**config.mk**
```make
export PLATFORM = sky130hd
export DESIGN_NAME = gfq_ram
export DESIGN_NICKNAME = d
export VERILOG_FILES = /design/src/sv/gfq_ram.sv
export SDC_FILE = /design/constraint.sdc
export NUM_CORES = 1
export LEC_CHECK = 0
export BUFFER_PORTS_ARGS = -buffer_cell sky130_fd_sc_hd__clkbuf_2
export CORE_MARGIN = 2
export CORE_UTILIZATION = 42
export DETAILED_ROUTE_END_ITERATION = 10
export PLACE_DENSITY = 0.54
export SETUP_SLACK_MARGIN = 0.05
export SLEW_MARGIN = 10
export SYNTH_ARGS = -nofsm -noshare
export SYNTH_HDL_FRONTEND = slang
export SYNTH_SLANG_ARGS = --single-unit
```
**constraint.sdc**
```tcl
create_clock -name clk -period 4.65 [get_ports clk]
set_input_delay 0.93 -clock clk [delete_from_list [all_inputs] [get_ports clk]]
set_output_delay 0.93 -clock clk [all_outputs]
set_load 0.02 [all_outputs]
```
**src/sv/gfq_ram.sv**
```systemverilog
`default_nettype none

// Simple dual-port RAM with a registered read; a read of the address being
// written in the same cycle returns the new data.
module gfq_ram #(
	parameter int WIDTH = 8,
	parameter int DEPTH = 16,
	localparam int AW = $clog2(DEPTH)
) (
	input  logic             clk,
	input  logic             we,
	input  logic [AW-1:0]    wa,
	input  logic [WIDTH-1:0] wd,
	input  logic [AW-1:0]    ra,
	output logic [WIDTH-1:0] rd
);

	logic [WIDTH-1:0] mem [DEPTH];
	logic [WIDTH-1:0] rd_q;

	always_ff @(posedge clk) begin
		if (we) begin
			mem[wa] <= wd;
		end
		rd_q <= (we && (wa == ra)) ? wd : mem[ra];
	end

	assign rd = rd_q;

endmodule

`default_nettype wire

```
Word-level counts from Yosys, hierarchy flattened
Memory sizes are Yosys's and may differ from the RTL's. A register that Yosys moved wholly into a read port is not among the register bits.
Index checks and enable logic that the tools add are counted.
{"block": "word_totals", "word_cells": 3, "ram_bits": 128, "in_bits": 18, "memories": 1, "regBits": 0}
{"memory": "mem", "depth": 16, "width": 8, "read_ports": 1, "rd_clocked_by_memory_dff": 1, "wr": 1, "line_no": "18", "rtl": "logic [WIDTH-1:0] mem [DEPTH];"}
{"block": "op_classes", "mux": 2}
{"cell": "2-to-1 mux 1 bit", "n": 2}

Longest topological paths before layout
Gate-level depths: netlist of run 1.
{"block": "logic_depth", "ltp_word": 2, "mapped_depth": 5, "mapped_depth_nobuf": 3}

Least setup slack after synthesis of run 1
No wires, ideal clock.
{"block": "synth_timing", "path_type": "input to register", "start": "input wa[2]", "end": "memory mem[0][0] (enable)", "t_required_ns": 4.267, "t_arrival_ns": 2.040, "setup_slack_ns": 2.227, "stages": 2, "path_cell_list": "or3b_2 nor3_1"}
{"element": "from (decl)", "line_no": "12", "rtl": "input logic [AW-1:0] wa,"}
{"element": "to (decl)", "line_no": "18"}
No word-level cell before the write port.

==> run summary, run 1 <==
outcome = complete, no violations
CTS sink count = 132
DR vias = 2,366
post-synthesis xor/xnor area fraction = 0%
largest area contributor in the synthesized netlist = edfxtp_1
ant diodes = 0
Post-synth EDFFs = 128
final critical-path setup slack = 1080 ps
DIE WIDTH = 114 um
DIE AREA = 0.0130 mm^2
Max VDD drop = 0.245 mV
Worst Tran Pin Value = 1170 ps
Setup Fix Bufs, Post-CTS = 0
Max Cap Viol = 0
Die Ht = 114 um
WL final = 10,200 um
RSZ-0062 raised after global routing = false
cell breakdown of the critical path = buf_4 -> mux4_1 -> a22oi_1 -> nand2_1 -> clkbuf_2
GRT Overall Usage = 17.2%
H-tree Lvls = 4
average wire per standard cell = 24.0 um
Fin Hold WS = 611 ps
worst hold-check path type = in2reg
YS warnings = 0
Final Critical Period = 3570 ps
P_sw = 568 uW
multiplexer share of the synthesized area = 15.3%
Post-Syn Instances = 225
Mean Syn Cell Area = 22.5 um^2
fmax = 280 MHz
setup TNS = 0 ps
Synth Cell Area = 0.00507 mm^2
number of fill cells in the layout = 961
Req. time, crit path = 3720 ps
Setup Slack @ Placement = 1430 ps
CTS root buf = clkbuf_16
DR DRC count = 0
Area Growth Syn to Fin = 18.5%
Buffers on Ports = 25
synth cell count leaders = edfxtp_1 (128), mux4_2 (18), a22oi_1 (16)
Max transition margin = 22.0%
register area share after synthesis = 77.4%
TritonCTS buffer count = 17
Crit Path Class = reg2out
vias in the first global route = 2,404
Critical Path End = rd[3]
gpl congestion = 0.717
initial core utilization = 42.5%
Synth area leaders = edfxtp_1 (76%), mux4_2 (8.0%), mux4_1 (7.3%)
largest net degree at the start of global routing = 33
DRT antenna net count = 0
Resize count post-CTS = 0
slowest cell delay on critical path = 920 ps
max reg flops = 128
Adder-Cell Fraction of Synth Area = 0%
type of origin of the critical path = flip-flop
share of Yosys cell area claimed by the top area cell type = 75.9%
hold_buf cts = 0
num rows = 40
Seq cells post-synth = 132
Final nets = 283
Synthesized Nets = 243
Synth Area in Compound Gates = 2.37%
CP Data Arrival Time = 2640 ps
Top Ports = 26
buffers and inverters on the worst path = 2
Async S/R FF share, synth = 0%
initial antenna violation count = 0
first-pass iteration count of the detailed router = 6
count leader, synth = edfxtp_1
CTS tree = built
Worst setup EP type = primary output
DR vias/cell = 5.57
clock share of power = 50.3%
first-pass GRT wire length = 15,100 um
fin crit share = 76.8%
Clock transition at path regs = 60 ps
Leak = 0.00201 uW
main combinational cell family by area after synthesis = multiplexers
critical path's top delay family = flip-flops
Max Transition Viols Final = 0
CP Max Fanout = 26
final setup violating endpoints = 0
Sw Ratio = 19.2%
Total Power = 2950 uW
Most flops, register = mem
Netlist cell types = 19
Crit. path cell count = 5
combinational share of power = 4.2%
PD cells = 491 mW/mm^2
Critical-path top delay cell = dfxtp_2
Regs by FF count = mem x128
CORE AREA = 0.0119 mm^2
post-synthesis simple-gate area fraction = 3.23%
top_reg_cell synth = edfxtp_1
number of DRC markers in iteration 0 = 311
Seq pwr share = 45.5%
total gr overflow = 0
clock buffer depth = 2
internal power = 2380 uW
final hold violations = 0
HPWL Detailed = 6130 um
share of cells above drive strength 1 = 28.8%
## power by group through the flow
stage	combinational [uW]	sequential (uW)	clock (uW)
after CTS	127	1340	1510
final	125	1340	1480
after global routing	136	1340	1550
after detailed placement	127	1370	0
after global placement	125	1370	0
after floorplan	81.0	1360	0
## layer usage
layer	GRT usage (%)	up-vias	routed length (um)	share of wire (%)
li1	-	1046	-	-
met1	24.3	1235	4760	47
met2	24.2	66	4550	45
met3	5.90	19	636	6.2
met4	8.13	0	252	2.5
met5	0	-	0	0
## logic make-up after synthesis
kind of cell / Yosys count
and+or+nand+nor: 35
DFF: 132
AOI/OAI and AO/OA: 16
muxes: 32
buffers and inverters: 10
## placed cells by master, fill, tap and decap left out, drive strengths merged
| master | n |
|---|---|
| nor2 | 13 |
| buf | 6 |
| nand2 | 9 |
| edfxtp | 128 |
| or3b | 1 |
| dfxtp | 4 |
| nand3 | 1 |
| bufinv | 6 |
| nand2b | 2 |
| nand3b | 2 |
| and2 | 1 |
| nor2b | 1 |
| clkbuf | 43 |
| clkinvlp | 2 |
| a22oi | 16 |
| and2b | 1 |
| mux4 | 32 |
| inv | 1 |
| clkinv | 5 |
| nor3 | 4 |
## through the flow
stage	area (um^2)	std cells	utilization, %
floorplan	5070	225	-
global placement	5340	393	44.8
detailed placement	5340	393	44.8
CTS	6000	425	50.4
global route	6000	425	50.4
finish	6000	425	50.4
## final cells by class
cell class | instances | area (um^2) | area share, %
repair buffers | 31 | 170 | 2.83
clock buffers | 18 | 429 | 7.15
multi-input cells | 83 | 1060 | 17.7
clock inverters | 14 | 233 | 3.88
well taps | 147 | 184 | 3.06
flip-flops and latches | 132 | 3930 | 65.4
## worst min path at each step
stage / to / from / depth (start not counted)
floorplan: flip-flop / ra[0] / 0
CTS: flip-flop / ra[3] / 1
global placement: flip-flop / ra[1] / 1
finish: flip-flop / ra[3] / 1
global route: flip-flop / ra[3] / 1
detailed placement: flip-flop / ra[2] / 1
No activity file was read; power rests on OpenSTA's default activity.
==> run 2, diff against run 1 <==
--- a/config.mk
+++ b/config.mk
@@ -5,6 +5,7 @@
 export SDC_FILE = /design/constraint.sdc
 export NUM_CORES = 1
 export LEC_CHECK = 0
+export ABC_AREA = 1
 export BUFFER_PORTS_ARGS = -buffer_cell sky130_fd_sc_hd__clkbuf_2
 export CORE_MARGIN = 2
 export CORE_UTILIZATION = 42
==> constraint.sdc (replaced) <==
create_clock -name clk -period 3.6 [get_ports clk]
set_input_delay 0.72 -clock clk [delete_from_list [all_inputs] [get_ports clk]]
set_output_delay 0.72 -clock clk [all_outputs]
set_load 0.02 [all_outputs]
==> run summary, run 2 <==
outcome = complete, no violations
CP Max Fanout = 54
register area share after synthesis = 69.0%
hold_buf cts = 0
first-pass iteration count of the detailed router = 5
worst hold-check path type = in2reg
gpl congestion = 0.776
top_reg_cell synth = edfxtp_1
DRT antenna net count = 0
count leader, synth = nand2_1
Synth Cell Area = 0.00569 mm^2
Final nets = 589
fmax = 327 MHz
CORE AREA = 0.0132 mm^2
HPWL Detailed = 7610 um
Resize count post-CTS = 0
grt met1 use = 26.0%
TritonCTS buffer count = 17
num rows = 42
final setup violating endpoints = 0
largest net degree at the start of global routing = 65
Top Ports = 26
number of DRC markers in iteration 0 = 296
setup TNS = 0 ps
DIE WIDTH = 120 um
CTS root buf = clkbuf_16
initial antenna violation count = 0
Mean Syn Cell Area = 10.4 um^2
Area Growth Syn to Fin = 12.2%
GRT busiest layer = met2
Buffers on Ports = 25
met3 Usage GRT = 4.81%
Clock transition at path regs = 50 ps
Leak = 0.00274 uW
DR vias/cell = 4.83
largest area contributor in the synthesized netlist = edfxtp_1
Netlist cell types = 12
Seq cells post-synth = 132
Fin Hold WS = 402 ps
max reg flops = 128
synth cell count leaders = nand2_1 (173), edfxtp_1 (128), inv_1 (100)
Async S/R FF share, synth = 0%
Post-synth EDFFs = 128
vias in the first global route = 3,523
Post-Syn Instances = 547
WL final = 12,700 um
GRT Overall Usage = 19.0%
average wire per standard cell = 16.8 um
most frequent cells in the layout = nand2_1 (173), edfxtp_1 (128), inv_1 (100)
first-pass GRT wire length = 19,700 um
total gr overflow = 0
Util after Layout = 48.2%
fin crit share = 85.1%
final hold violations = 0
H-tree Lvls = 4
Regs by FF count = mem x128
Worst Tran Pin Value = 982 ps
most common cell after layout, fill and taps aside = nand2_1
type of origin of the critical path = flip-flop
initial core utilization = 42.9%
share of cells above drive strength 1 = 8.90%
ant diodes = 0
RSZ-0062 raised after global routing = false
DR vias = 3,670
Die Ht = 120 um
Synthesized Nets = 565
PD cells = 531 mW/mm^2
CTS sink count = 132
DR DRC count = 0
CP Data Arrival Time = 2340 ps
share of Yosys cell area claimed by the top area cell type = 67.6%
Req. time, crit path = 2880 ps
clock buffer depth = 2
Setup Fix Bufs, Post-CTS = 0
met2 usage = 27.9%
Max VDD drop = 0.231 mV
Crit Path Class = reg2out
Most flops, register = mem
YS warnings = 0
DIE AREA = 0.0145 mm^2
Max Cap Viol = 0
Max transition margin = 34.3%
CTS tree = built
Max Transition Viols Final = 0
Final Critical Period = 3060 ps
Worst setup EP type = primary output
Synth area leaders = edfxtp_1 (68%), nand2_1 (11%), nand3_1 (8.5%)
-- run 2: changes by cell type after synthesis, sizes merged, moves of 16 or more --
cell | before | now
nand3 | 1 | 97
buf | 7 | 24
nand2 | 9 | 173
mux4 | 32 | 0
inv | 0 | 102
a22oi | 16 | 0
-- run 2: stage by stage --
step	cell area [um^2]	cells	total power, uW	worst slack, ps
after global routing	6380	760	3500	386
after global placement	5900	728	1980	978
after detailed placement	5900	728	1980	958
after CTS	6380	760	3410	507
final	6380	760	3390	538
after floorplan	5690	547	1900	1850
-- run 2: logic make-up after synthesis --
logic type	count (synthesis)	synth area share, %
flip-flops	132	69.0
buffers and inverters	126	9.66
AND/OR/NAND/NOR	289	21.3
-- run 2: cell type report --
| cell class | instances | area (um^2) |
|---|---|---|
| fill | 1237 | 6860 |
| sequential | 132 | 3930 |
| multi-input combinational | 289 | 1210 |
| clock buffer | 22 | 444 |
| inverter | 102 | 383 |
| tap | 176 | 220 |
| timing repair buffer | 29 | 155 |
| clock inverter | 10 | 41.3 |
-- run 2: where the power goes --
group	switching, uW	leakage, uW	internal (uW)
clock network	591	0.000238	855
registers	9.02	0.00119	1720
logic	160	0.00131	57.3
-- run 2: path summary, 6_finish.rpt --
path	slack (ps)	start	end	depth (start not counted)
hold / removal	400	ra[3]	flip-flop	1
setup / recovery	540	flip-flop	rd[7]	8
-- run 2: worst max-delay path, cell delays in order (launching register included) --
cell and delay, ps:
dfxtp_2 320, inv_2 690, buf_4 320, nand2_1 60, nand3_1 70, nand3_1 100, nand3_1 110, nand2_1 80
clkbuf_2 160
-- run 2: per-layer routing --
layer | vias up | wire [um] | share of wire, %
li1 | 1810 | - | -
met1 | 1738 | 5930 | 47
met2 | 98 | 5750 | 45
met3 | 24 | 665 | 5.2
met4 | 0 | 402 | 3.2
met5 | - | 0 | 0
