**src/sv/gfq_pkg.sv**
```systemverilog
`default_nettype none

package gfq_pkg;

	localparam int PID_W = 10;
	localparam int GID_W = 4;

	typedef enum logic [1:0] {
		CMD_ASSIGN = 2'd0,
		CMD_PUSH   = 2'd1,
		CMD_POP    = 2'd2,
		CMD_NONE   = 2'd3
	} cmd_t;

	typedef enum logic [1:0] {
		ST_DONE   = 2'd0,
		ST_POPPED = 2'd1,
		ST_EMPTY  = 2'd2,
		ST_FULL   = 2'd3
	} status_t;

	typedef struct packed {
		cmd_t             command;
		logic [PID_W-1:0] person_id;
		logic [GID_W-1:0] group_id;
	} item_t;

	typedef struct packed {
		status_t          status;
		logic [PID_W-1:0] popped_id;
		logic [GID_W-1:0] popped_group;
	} result_t;

endpackage

`default_nettype wire

```
**src/sv/gfq_ram.sv**
```systemverilog
`default_nettype none

// Simple dual-port RAM with a registered read; a read of the address being
// written in the same cycle returns the new data.
module gfq_ram #(
	parameter int WIDTH = 8,
	parameter int DEPTH = 16,
	localparam int AW = $clog2(DEPTH)
) (
	input  logic             clk,
	input  logic             we,
	input  logic [AW-1:0]    wa,
	input  logic [WIDTH-1:0] wd,
	input  logic [AW-1:0]    ra,
	output logic [WIDTH-1:0] rd
);

	logic [WIDTH-1:0] mem [DEPTH];
	logic [WIDTH-1:0] rd_q;

	always_ff @(posedge clk) begin
		if (we) begin
			mem[wa] <= wd;
		end
		rd_q <= (we && (wa == ra)) ? wd : mem[ra];
	end

	assign rd = rd_q;

endmodule

`default_nettype wire

```
**src/sv/gfq_queue_ctl.sv**
```systemverilog
`default_nettype none

// Queue state and its update for one command. The slot store
// keeps, for each slot, the link to the next slot of its group and the
// identifier held there, so a pop needs only the record of the head slot.
// Both RAM reads are aimed at the next state's addresses, so their data is
// ready in the cycle the next command is worked on.
module gfq_queue_ctl #(
	parameter int NUM_GROUPS = 16,
	parameter int CAPACITY = 64,
	localparam int GW = $clog2(NUM_GROUPS),
	localparam int SW = $clog2(CAPACITY)
) (
	input  logic             clk,
	input  logic             arst_n,
	input  logic             item_vld,
	input  gfq_pkg::item_t   item,
	input  logic [GW-1:0]    push_grp,
	output gfq_pkg::result_t result
);

	localparam int PW = gfq_pkg::PID_W;
	localparam int RW = SW + PW;

	logic [SW-1:0]         head_slot_q [NUM_GROUPS];
	logic [SW-1:0]         tail_slot_q [NUM_GROUPS];
	logic [PW-1:0]         head_val_q  [NUM_GROUPS];
	logic [GW-1:0]         ring_q      [NUM_GROUPS];
	logic [NUM_GROUPS-1:0] present_q;
	logic [GW-1:0]         front_q;
	logic [GW:0]           count_q;
	logic [SW:0]           fresh_q;
	logic [SW:0]           rc_q;

	logic          rec_we;
	logic [SW-1:0] rec_wa;
	logic [RW-1:0] rec_wd;
	logic [SW-1:0] rec_ra;
	logic [RW-1:0] rec_rd;
	logic [SW-1:0] free_ra;
	logic [SW-1:0] free_rd;

	logic [GW-1:0] front_grp;
	logic [GW-1:0] front_inc;
	logic [GW-1:0] next_front_grp;
	logic [SW-1:0] pop_slot;
	logic          pop_last;
	logic          full;
	logic          empty;
	logic          do_push;
	logic          do_pop;
	logic          g_open;
	logic [SW-1:0] alloc;
	logic [GW+1:0] ring_sum;
	logic [GW+1:0] ring_wrap;
	logic [GW-1:0] ring_wa;
	logic [SW:0]   rc_next;
	logic [SW:0]   rc_dec;
	logic [GW+3:0] grp_ext;

	gfq_ram #(.WIDTH(RW), .DEPTH(CAPACITY)) u_slot_ram (
		.clk (clk),
		.we  (rec_we),
		.wa  (rec_wa),
		.wd  (rec_wd),
		.ra  (rec_ra),
		.rd  (rec_rd)
	);

	gfq_ram #(.WIDTH(SW), .DEPTH(CAPACITY)) u_free_ram (
		.clk (clk),
		.we  (do_pop),
		.wa  (rc_q[SW-1:0]),
		.wd  (pop_slot),
		.ra  (free_ra),
		.rd  (free_rd)
	);

	assign front_grp      = ring_q[front_q];
	assign front_inc      = (front_q == GW'(NUM_GROUPS - 1)) ? '0 : front_q + 1'b1;
	assign next_front_grp = ring_q[front_inc];
	assign pop_slot       = head_slot_q[front_grp];
	assign pop_last       = (pop_slot == tail_slot_q[front_grp]);
	assign full           = (fresh_q == (SW+1)'(CAPACITY)) && (rc_q == '0);
	assign empty          = (count_q == '0);
	assign do_push        = item_vld && (item.command == gfq_pkg::CMD_PUSH) && !full;
	assign do_pop         = item_vld && (item.command == gfq_pkg::CMD_POP) && !empty;
	assign g_open         = !present_q[push_grp];
	assign alloc          = (rc_q != '0) ? free_rd : fresh_q[SW-1:0];

	assign ring_sum  = {2'b00, front_q} + {1'b0, count_q};
	assign ring_wrap = (ring_sum >= (GW+2)'(NUM_GROUPS)) ?
		ring_sum - (GW+2)'(NUM_GROUPS) : ring_sum;
	assign ring_wa   = ring_wrap[GW-1:0];

	// Appending behind an existing tail fills in the tail's record.
	assign rec_we = do_push && !g_open;
	assign rec_wa = tail_slot_q[push_grp];
	assign rec_wd = {alloc, item.person_id};

	// Head slot of the front group as it will be after this command.
	always_comb begin
		priority if (do_pop && !pop_last) begin
			rec_ra = rec_rd[RW-1:PW];
		end else if (do_pop) begin
			rec_ra = head_slot_q[next_front_grp];
		end else if (do_push && g_open && empty) begin
			rec_ra = alloc;
		end else begin
			rec_ra = pop_slot;
		end
	end

	always_comb begin
		priority if (do_pop) begin
			rc_next = rc_q + 1'b1;
		end else if (do_push && (rc_q != '0)) begin
			rc_next = rc_q - 1'b1;
		end else begin
			rc_next = rc_q;
		end
	end

	assign rc_dec  = rc_next - 1'b1;
	assign free_ra = rc_dec[SW-1:0];
	assign grp_ext = {4'b0000, front_grp};

	always_comb begin
		result.popped_id    = '0;
		result.popped_group = '0;
		unique case (item.command)
			gfq_pkg::CMD_PUSH: begin
				result.status = full ? gfq_pkg::ST_FULL : gfq_pkg::ST_DONE;
			end
			gfq_pkg::CMD_POP: begin
				if (empty) begin
					result.status = gfq_pkg::ST_EMPTY;
				end else begin
					result.status       = gfq_pkg::ST_POPPED;
					result.popped_id    = head_val_q[front_grp];
					result.popped_group = grp_ext[3:0];
				end
			end
			gfq_pkg::CMD_ASSIGN, gfq_pkg::CMD_NONE: begin
				result.status = gfq_pkg::ST_DONE;
			end
		endcase
	end

	always_ff @(posedge clk or negedge arst_n) begin
		if (!arst_n) begin
			present_q <= '0;
			front_q   <= '0;
			count_q   <= '0;
			fresh_q   <= '0;
			rc_q      <= '0;
		end else begin
			rc_q    <= rc_next;
			fresh_q <= fresh_q + {{SW{1'b0}}, (do_push && (rc_q == '0))};
			if (do_push && g_open) begin
				present_q[push_grp] <= 1'b1;
				count_q             <= count_q + 1'b1;
			end
			if (do_pop && pop_last) begin
				present_q[front_grp] <= 1'b0;
				front_q              <= front_inc;
				count_q              <= count_q - 1'b1;
			end
		end
	end

	always_ff @(posedge clk) begin
		if (do_push) begin
			tail_slot_q[push_grp] <= alloc;
			if (g_open) begin
				head_slot_q[push_grp] <= alloc;
				head_val_q[push_grp]  <= item.person_id;
				ring_q[ring_wa]       <= push_grp;
			end
		end
		if (do_pop && !pop_last) begin
			head_slot_q[front_grp] <= rec_rd[RW-1:PW];
			head_val_q[front_grp]  <= rec_rd[PW-1:0];
		end
	end

endmodule

`default_nettype wire

```
**config.mk**
```make
export PLATFORM = sky130hd
export DESIGN_NAME = gfq_queue_ctl
export DESIGN_NICKNAME = d
export VERILOG_FILES = /design/src/sv/gfq_pkg.sv /design/src/sv/gfq_ram.sv /design/src/sv/gfq_queue_ctl.sv
export SDC_FILE = /design/constraint.sdc
export NUM_CORES = 2
export LEC_CHECK = 0
export ABC_AREA = 1
export BUFFER_PORTS_ARGS = -buffer_cell sky130_fd_sc_hd__buf_2
export CAP_MARGIN = 20
export CORE_MARGIN = 1
export CORE_UTILIZATION = 55
export CTS_CLUSTER_SIZE = 40
export DETAILED_ROUTE_END_ITERATION = 10
export MAX_ROUTING_LAYER = met4
export PLACE_DENSITY = 0.73
export SLEW_MARGIN = 0
export SYNTH_ARGS = -nofsm -noshare
export SYNTH_HDL_FRONTEND = slang
export SYNTH_SLANG_ARGS = --single-unit
```
**constraint.sdc**
```tcl
create_clock -name clk -period 5.6 [get_ports clk]
set_input_delay 1.12 -clock clk [delete_from_list [all_inputs] [get_ports clk]]
set_output_delay 1.12 -clock clk [all_outputs]
set_load 0.05 [all_outputs]
```
## Yosys cells after proc, flatten, opt, wreduce, memory -nomap -nowiden

Memories as Yosys holds them, arrays and structs flattened. A register that Yosys moved wholly into a read port is not among the register bits.
Index checks and enable logic that the tools add are counted.

- Register bits after elaboration: 39
- Memory bits (writable): 1824
- Memories: 6
- Logic and storage cells: 100

Memories:

| memory | words | width | read ports | clocked after memory_dff | write ports | line | source |
|---|---|---|---|---|---|---|---|
| u_slot_ram.mem | 64 | 16 | 1 | 1 | 1 | gfq_ram.sv:18 | `logic [WIDTH-1:0] mem [DEPTH];` |
| u_free_ram.mem | 64 | 6 | 1 | 1 | 1 | gfq_ram.sv:18 |  |
| head_val_q | 16 | 10 | 1 | 0 | 1 | gfq_queue_ctl.sv:27 | `logic [PW-1:0] head_val_q [NUM_GROUPS];` |
| head_slot_q | 16 | 6 | 2 | 0 | 1 | gfq_queue_ctl.sv:25 | `logic [SW-1:0] head_slot_q [NUM_GROUPS];` |
| tail_slot_q | 16 | 6 | 2 | 0 | 1 | gfq_queue_ctl.sv:26 | `logic [SW-1:0] tail_slot_q [NUM_GROUPS];` |
| ring_q | 16 | 4 | 2 | 0 | 1 | gfq_queue_ctl.sv:28 | `logic [GW-1:0] ring_q [NUM_GROUPS];` |

- Bitwise logic cells: 3
- Equality and inequality tests: 6
- Mux-type cells: 40
- Order comparisons: 5
- Add/subtract/negate cells: 9
- Reduce and logical (&&, ||, !) cells: 26

Operators by type and width:

| cell | number |
|---|---|
| $mux W16 | 2 |
| $mux W6 | 5 |
| $mux W14 | 2 |
| $and A16 B16 Y16 | 1 |
| $mux W1 | 16 |
| $mux W4 | 4 |
| $not A16 Y16 | 1 |
| $or A16 B16 Y16 | 1 |
| $logic_and A1 B1 Y1 | 14 |
| $mux W7 | 2 |
| $lt A4 B5 Y1 const B | 2 |
| $mux W10 | 1 |
| $mux W5 | 2 |
| $reduce_or A10 Y1 | 1 |
| $demux W1 S4 | 2 |
| $ge A4 B1 Y1 const B | 2 |
| $add A7 B1 Y7 | 1 |
| $add A7 B1 Y7 const B | 1 |
| $eq A7 B7 Y1 const B | 1 |
| $logic_not A7 Y1 | 1 |
| $reduce_bool A7 Y1 | 1 |
| $sub A7 B1 Y7 const B | 1 |
| $add A4 B5 Y6 | 1 |
| $eq A6 B6 Y1 | 1 |
| 18 further kinds | 23 |

## Logic depth before layout (Yosys ltp)

- Depth in word-level cells: 9
- Gate-level depth with buffers: 32
- Mapped depth without buffers: 28

## By module

A second synthesis with hierarchy kept.

- Cells, all modules: 7248
- Area total of the unflattened synthesis: 80424.6 um2

By module, submodules not included:

| module | times used | area an instance (um2) | cells an instance |
|---|---|---|---|
| gfq_ram (u_slot_ram) | 1 | 41898.9 | 3507 |
| gfq_queue_ctl | 1 | 22595.4 | 2365 |
| gfq_ram (u_free_ram) | 1 | 15930.3 | 1376 |

## Least setup slack after synthesis

No wires, ideal clock.

- Path type: register to register
- From: register rc_q[3]
- To: memory head_slot_q[0][5] (netlist name), data pin
- Data arrival time: 5.801 ns
- Setup time: 0.285 ns
- Stages on the path, launching flop included: 10
- Period minus slack after synthesis: 6.086 ns
- Slack: -0.486 ns
- Path through: dfrtp_1 -> nor2_1 -> inv_1 -> nor2_1 -> clkinv_1 -> nor4_2 -> clkinv_1 -> o21ai_0 -> inv_1 -> o21ai_1

- Cells in the longest elaborated chain, start to end: 3

Ends and longest elaborated chain:

| element | line | source |
|---|---|---|
| from (decl) | gfq_queue_ctl.sv:33 | `logic [SW:0] rc_q;` |
| from (signal assigned) | gfq_queue_ctl.sv:158 | `rc_q <= rc_next;` |
| $reduce_bool A7 Y1 | gfq_queue_ctl.sv:89 | `assign alloc = (rc_q != '0) ? free_rd : fresh_q[SW-1:0];` |
| $mux W6 | gfq_queue_ctl.sv:89 |  |
| net alloc[5] | gfq_queue_ctl.sv:53 | `logic [SW-1:0] alloc;` |
| $mux W6 (no line) | -- |  |
| to (decl) | gfq_queue_ctl.sv:25 |  |

The timed path passes the listed nets, and every way through them passes these cells.

==> out/metrics.cfg <==
[place]
port_buffers=34
detailedPlacementHpwl_um=118000
gp_congestion=0.927
place_ws_ns=0.498

[timing]
rsz_0062_raised_after_global_routing=no
final_worst_path_period_need_ns=5.41
finalHoldViolCount=0
final-setup-viol-count=0
timing.final.ws_setup_ns=0.188
timing_worst_slew_pin_value_ns=1.20
timing.fmax_ghz=0.185
timing.setup.tns_ns=0
period_share_pct=96.6
fin_worst_skew_ns=0.0509
max_slew_headroom_at_the_worst_pin_pct=19.9
slew_viol_final=0

[power]
worst_ir_drop_vdd_mv=0.834
power_mw=55.2
powerDensity_nw_per_um2=635
cellLeakagePower_nw=29.7

[die]
die_height_um=378
io_pins=39
die_width_um=378
num_rows=137
die-area_um2=143000
initial_core_util_pct=55.7
fp.coreArea_um2=140000

[worst_setup_path]
required_time_worst_endpoint_ns=4.48
criticalPathCategory=flop to primary output
worstRegToRegCells=21
crit-reg2reg-capture=head_val_q[15][4]
crit_path_start_kind=flop
ff2ff_setup_slack_ns=0.44
setup.worst_path.end_class=primary output
critical_path.max_fanout=76
worst_r2r_startpoint=front_q[0]
worst-endpoint-arrival_ns=4.29

[route]
drt_first_iter_violations=7713
final_antenna_net_count=0
1st_pass_router_iterations=7
routedLengthMet1_um=80900
wire_per_inst_um=23.9
route.detailed.drc=0
routed_wl_um=206000
vias=53900
wl_met3_um=23200
top_layer_reached_by_signal_wires=met4
routed_wl_met2_um=94500
vias_per_cell=6.24

[logic_synthesis]
postSynth.asyncResetShare_pct=2.08
synth_enable_flop_cells=1824
synthFlopType=sky130_fd_sc_hd__edfxtp_1
number_of_flip_flops_and_latches_in_the_synthesized_netlist=1875
yosys_warnings=0
yosysSeqAreaShare_pct=71.8
netlist-cell-type-count=57
avgSynthCellArea_um2=11.9
post_synth_instance_area_um2=78000
netlist_instances=6571
syn_nets=6609

[clock_network]
clk_path_buf_depth=3
cts_made_buffers=183
worst_skew_pair.late_latency_ns=0.84
path_clk_slew_ns=0.06
tritoncts=done
htree_levels=4
clock_sinks=1875
cts.repair_timing.setup_buffer_count=0
root_buffer=sky130_fd_sc_hd__clkbuf_16

[final_layout]
final_nets=6637
syn_to_final_growth_pct=11.5
most_common_cell_after_layout_fill_and_taps_aside=sky130_fd_sc_hd__edfxtp_1
post_route_cells_drive_above_1_share_pct=8.87
layout_common_cells=sky130_fd_sc_hd__edfxtp_1, sky130_fd_sc_hd__nor2_1, sky130_fd_sc_hd__o21ai_0, sky130_fd_sc_hd__nand2_1, sky130_fd_sc_hd__o22ai_1

[grt]
grt_first_pass_wirelength_um=307000
antenna_found_initial=7
grt_max_degree=187
overflow=0
grt_pass1_vias=50600
grt_usage_pct=29.4

[run_status]
run_status=finished clean

[job]
max_cap_violations=0

[min_path]
hold_class=primary input to asynchronous set/reset pin

[registers in the layout, indices dropped and copies added (netlist names), 16 cells and up, named ones only]
| register | count |
|---|---|
| head_slot_q | 96 |
| ring_q | 64 |
| present_q | 16 |
| u_free_ram.mem | 384 |
| u_slot_ram.mem | 1024 |
| tail_slot_q | 96 |
| head_val_q | 160 |
[kinds of logic after synthesis]
logic type                 synth area share (%)
adders and majority gates                 0.260
AOI/OAI and AO/OA                          12.8
buffers and inverters                      3.53
and+or+nand+nor                            11.4
DFF                                        71.8
xor gates and xnor gates                  0.213
[worst max path at each step]
stage                     start                      to  slack (ns)  cells past startpoint
finish               front_q[0]              result[13]        0.19                     14
CTS                  front_q[0]              result[13]        0.03                     14
floorplan            front_q[0]      head_slot_q[12][0]        0.35                     22
detailed placement  push_grp[1]  u_slot_ram.mem[25][10]        0.50                     11
global placement    push_grp[0]   u_slot_ram.mem[37][6]        0.63                     15
global route         front_q[0]               result[4]       0.005                     15
[repair_timing]
item | in CTS | in global routing
endpoints found under the setup margin | 9 | 10
resized for setup | 3 | 16
hold buffers | 0 | 0
[worst max-delay path: stages, from the launching register on]
cell and delay (ns):
sky130_fd_sc_hd__dfrtp_2 0.44, sky130_fd_sc_hd__buf_12 0.22, sky130_fd_sc_hd__or2_0 0.26, sky130_fd_sc_hd__nand3_1 0.07, sky130_fd_sc_hd__nand3_1 0.16, sky130_fd_sc_hd__o21bai_1 0.25
sky130_fd_sc_hd__nand2_4 0.26, sky130_fd_sc_hd__nor2_1 0.21, sky130_fd_sc_hd__inv_1 0.15, sky130_fd_sc_hd__buf_12 0.24, sky130_fd_sc_hd__o22ai_1 0.11, sky130_fd_sc_hd__o31ai_1 0.27
sky130_fd_sc_hd__nand3_1 0.18, sky130_fd_sc_hd__a221oi_2 0.30, sky130_fd_sc_hd__clkbuf_4 0.31
[synthesized netlist by cell type (5+ instances only)]
library cell | instances | area [µm²]
sky130_fd_sc_hd__a31oi_1 | 21 | 131
sky130_fd_sc_hd__a22oi_1 | 9 | 67.6
sky130_fd_sc_hd__o311ai_0 | 9 | 78.8
sky130_fd_sc_hd__buf_4 | 16 | 120
sky130_fd_sc_hd__inv_1 | 252 | 946
sky130_fd_sc_hd__clkinv_1 | 6 | 22.5
sky130_fd_sc_hd__o21ai_1 | 28 | 140
sky130_fd_sc_hd__o221ai_1 | 74 | 648
sky130_fd_sc_hd__nor2_1 | 1220 | 4580
sky130_fd_sc_hd__nand2_4 | 6 | 67.6
sky130_fd_sc_hd__o22ai_1 | 420 | 2630
sky130_fd_sc_hd__nor3_1 | 35 | 175
sky130_fd_sc_hd__inv_2 | 12 | 45.0
sky130_fd_sc_hd__nand3_1 | 183 | 916
sky130_fd_sc_hd__o21ai_0 | 1025 | 5130
sky130_fd_sc_hd__edfxtp_1 | 1824 | 54800
sky130_fd_sc_hd__a21oi_1 | 81 | 405
sky130_fd_sc_hd__nand3b_1 | 23 | 173
sky130_fd_sc_hd__buf_2 | 45 | 225
sky130_fd_sc_hd__dfxtp_1 | 12 | 240
sky130_fd_sc_hd__nand3_2 | 5 | 50.1
sky130_fd_sc_hd__o211ai_1 | 27 | 203
sky130_fd_sc_hd__ha_1 | 13 | 163
sky130_fd_sc_hd__nor2_2 | 7 | 43.8
sky130_fd_sc_hd__buf_1 | 11 | 41.3
sky130_fd_sc_hd__xor2_1 | 16 | 140
sky130_fd_sc_hd__nand4_1 | 16 | 100
sky130_fd_sc_hd__nand2_1 | 697 | 2620
sky130_fd_sc_hd__dfrtp_1 | 39 | 976
sky130_fd_sc_hd__o32ai_1 | 11 | 96.3
sky130_fd_sc_hd__clkbuf_1 | 347 | 1300
sky130_fd_sc_hd__o31ai_1 | 22 | 165
sky130_fd_sc_hd__or2_2 | 6 | 37.5
[per-stage QoR]
step	cells	hold WS, ns	util (%)	area (µm²)
after floorplan	6571	0.442	-	78000
after global placement	8289	0.457	57.8	80900
after detailed placement	8289	0.487	57.8	80900
after CTS	8630	0.439	62.0	86800
after global routing	8637	0.512	62.1	86900
final	8637	0.455	62.1	86900
[per-layer routing]
| metal | vias up | global-route usage, % |
|---|---|---|
| met5 | - | - |
| met4 | 0 | 10.8 |
| met3 | 504 | 6.06 |
| met2 | 3263 | 43.9 |
| met1 | 26100 | 40.0 |
| li1 | 24000 | - |
[area by class of cell]
class | instances | area [µm²]
clock inverter | 108 | 1080
tap | 1876 | 2350
antenna | 6 | 15.0
fill | 10500 | 53100
timing repair buffer | 266 | 2170
inverter | 270 | 1030
clock buffer | 233 | 4850
multi-input combinational | 4003 | 19400
sequential | 1875 | 56000
[report_power, final]
| group | switching [mW] | leakage, nW | internal (mW) |
|---|---|---|---|
| sequential | 0.382 | 17.0 | 19.5 |
| clock | 5.31 | 2.87 | 6.81 |
| combinational | 17.5 | 9.90 | 5.62 |
Note: power is estimated with default switching activity, not from simulation.
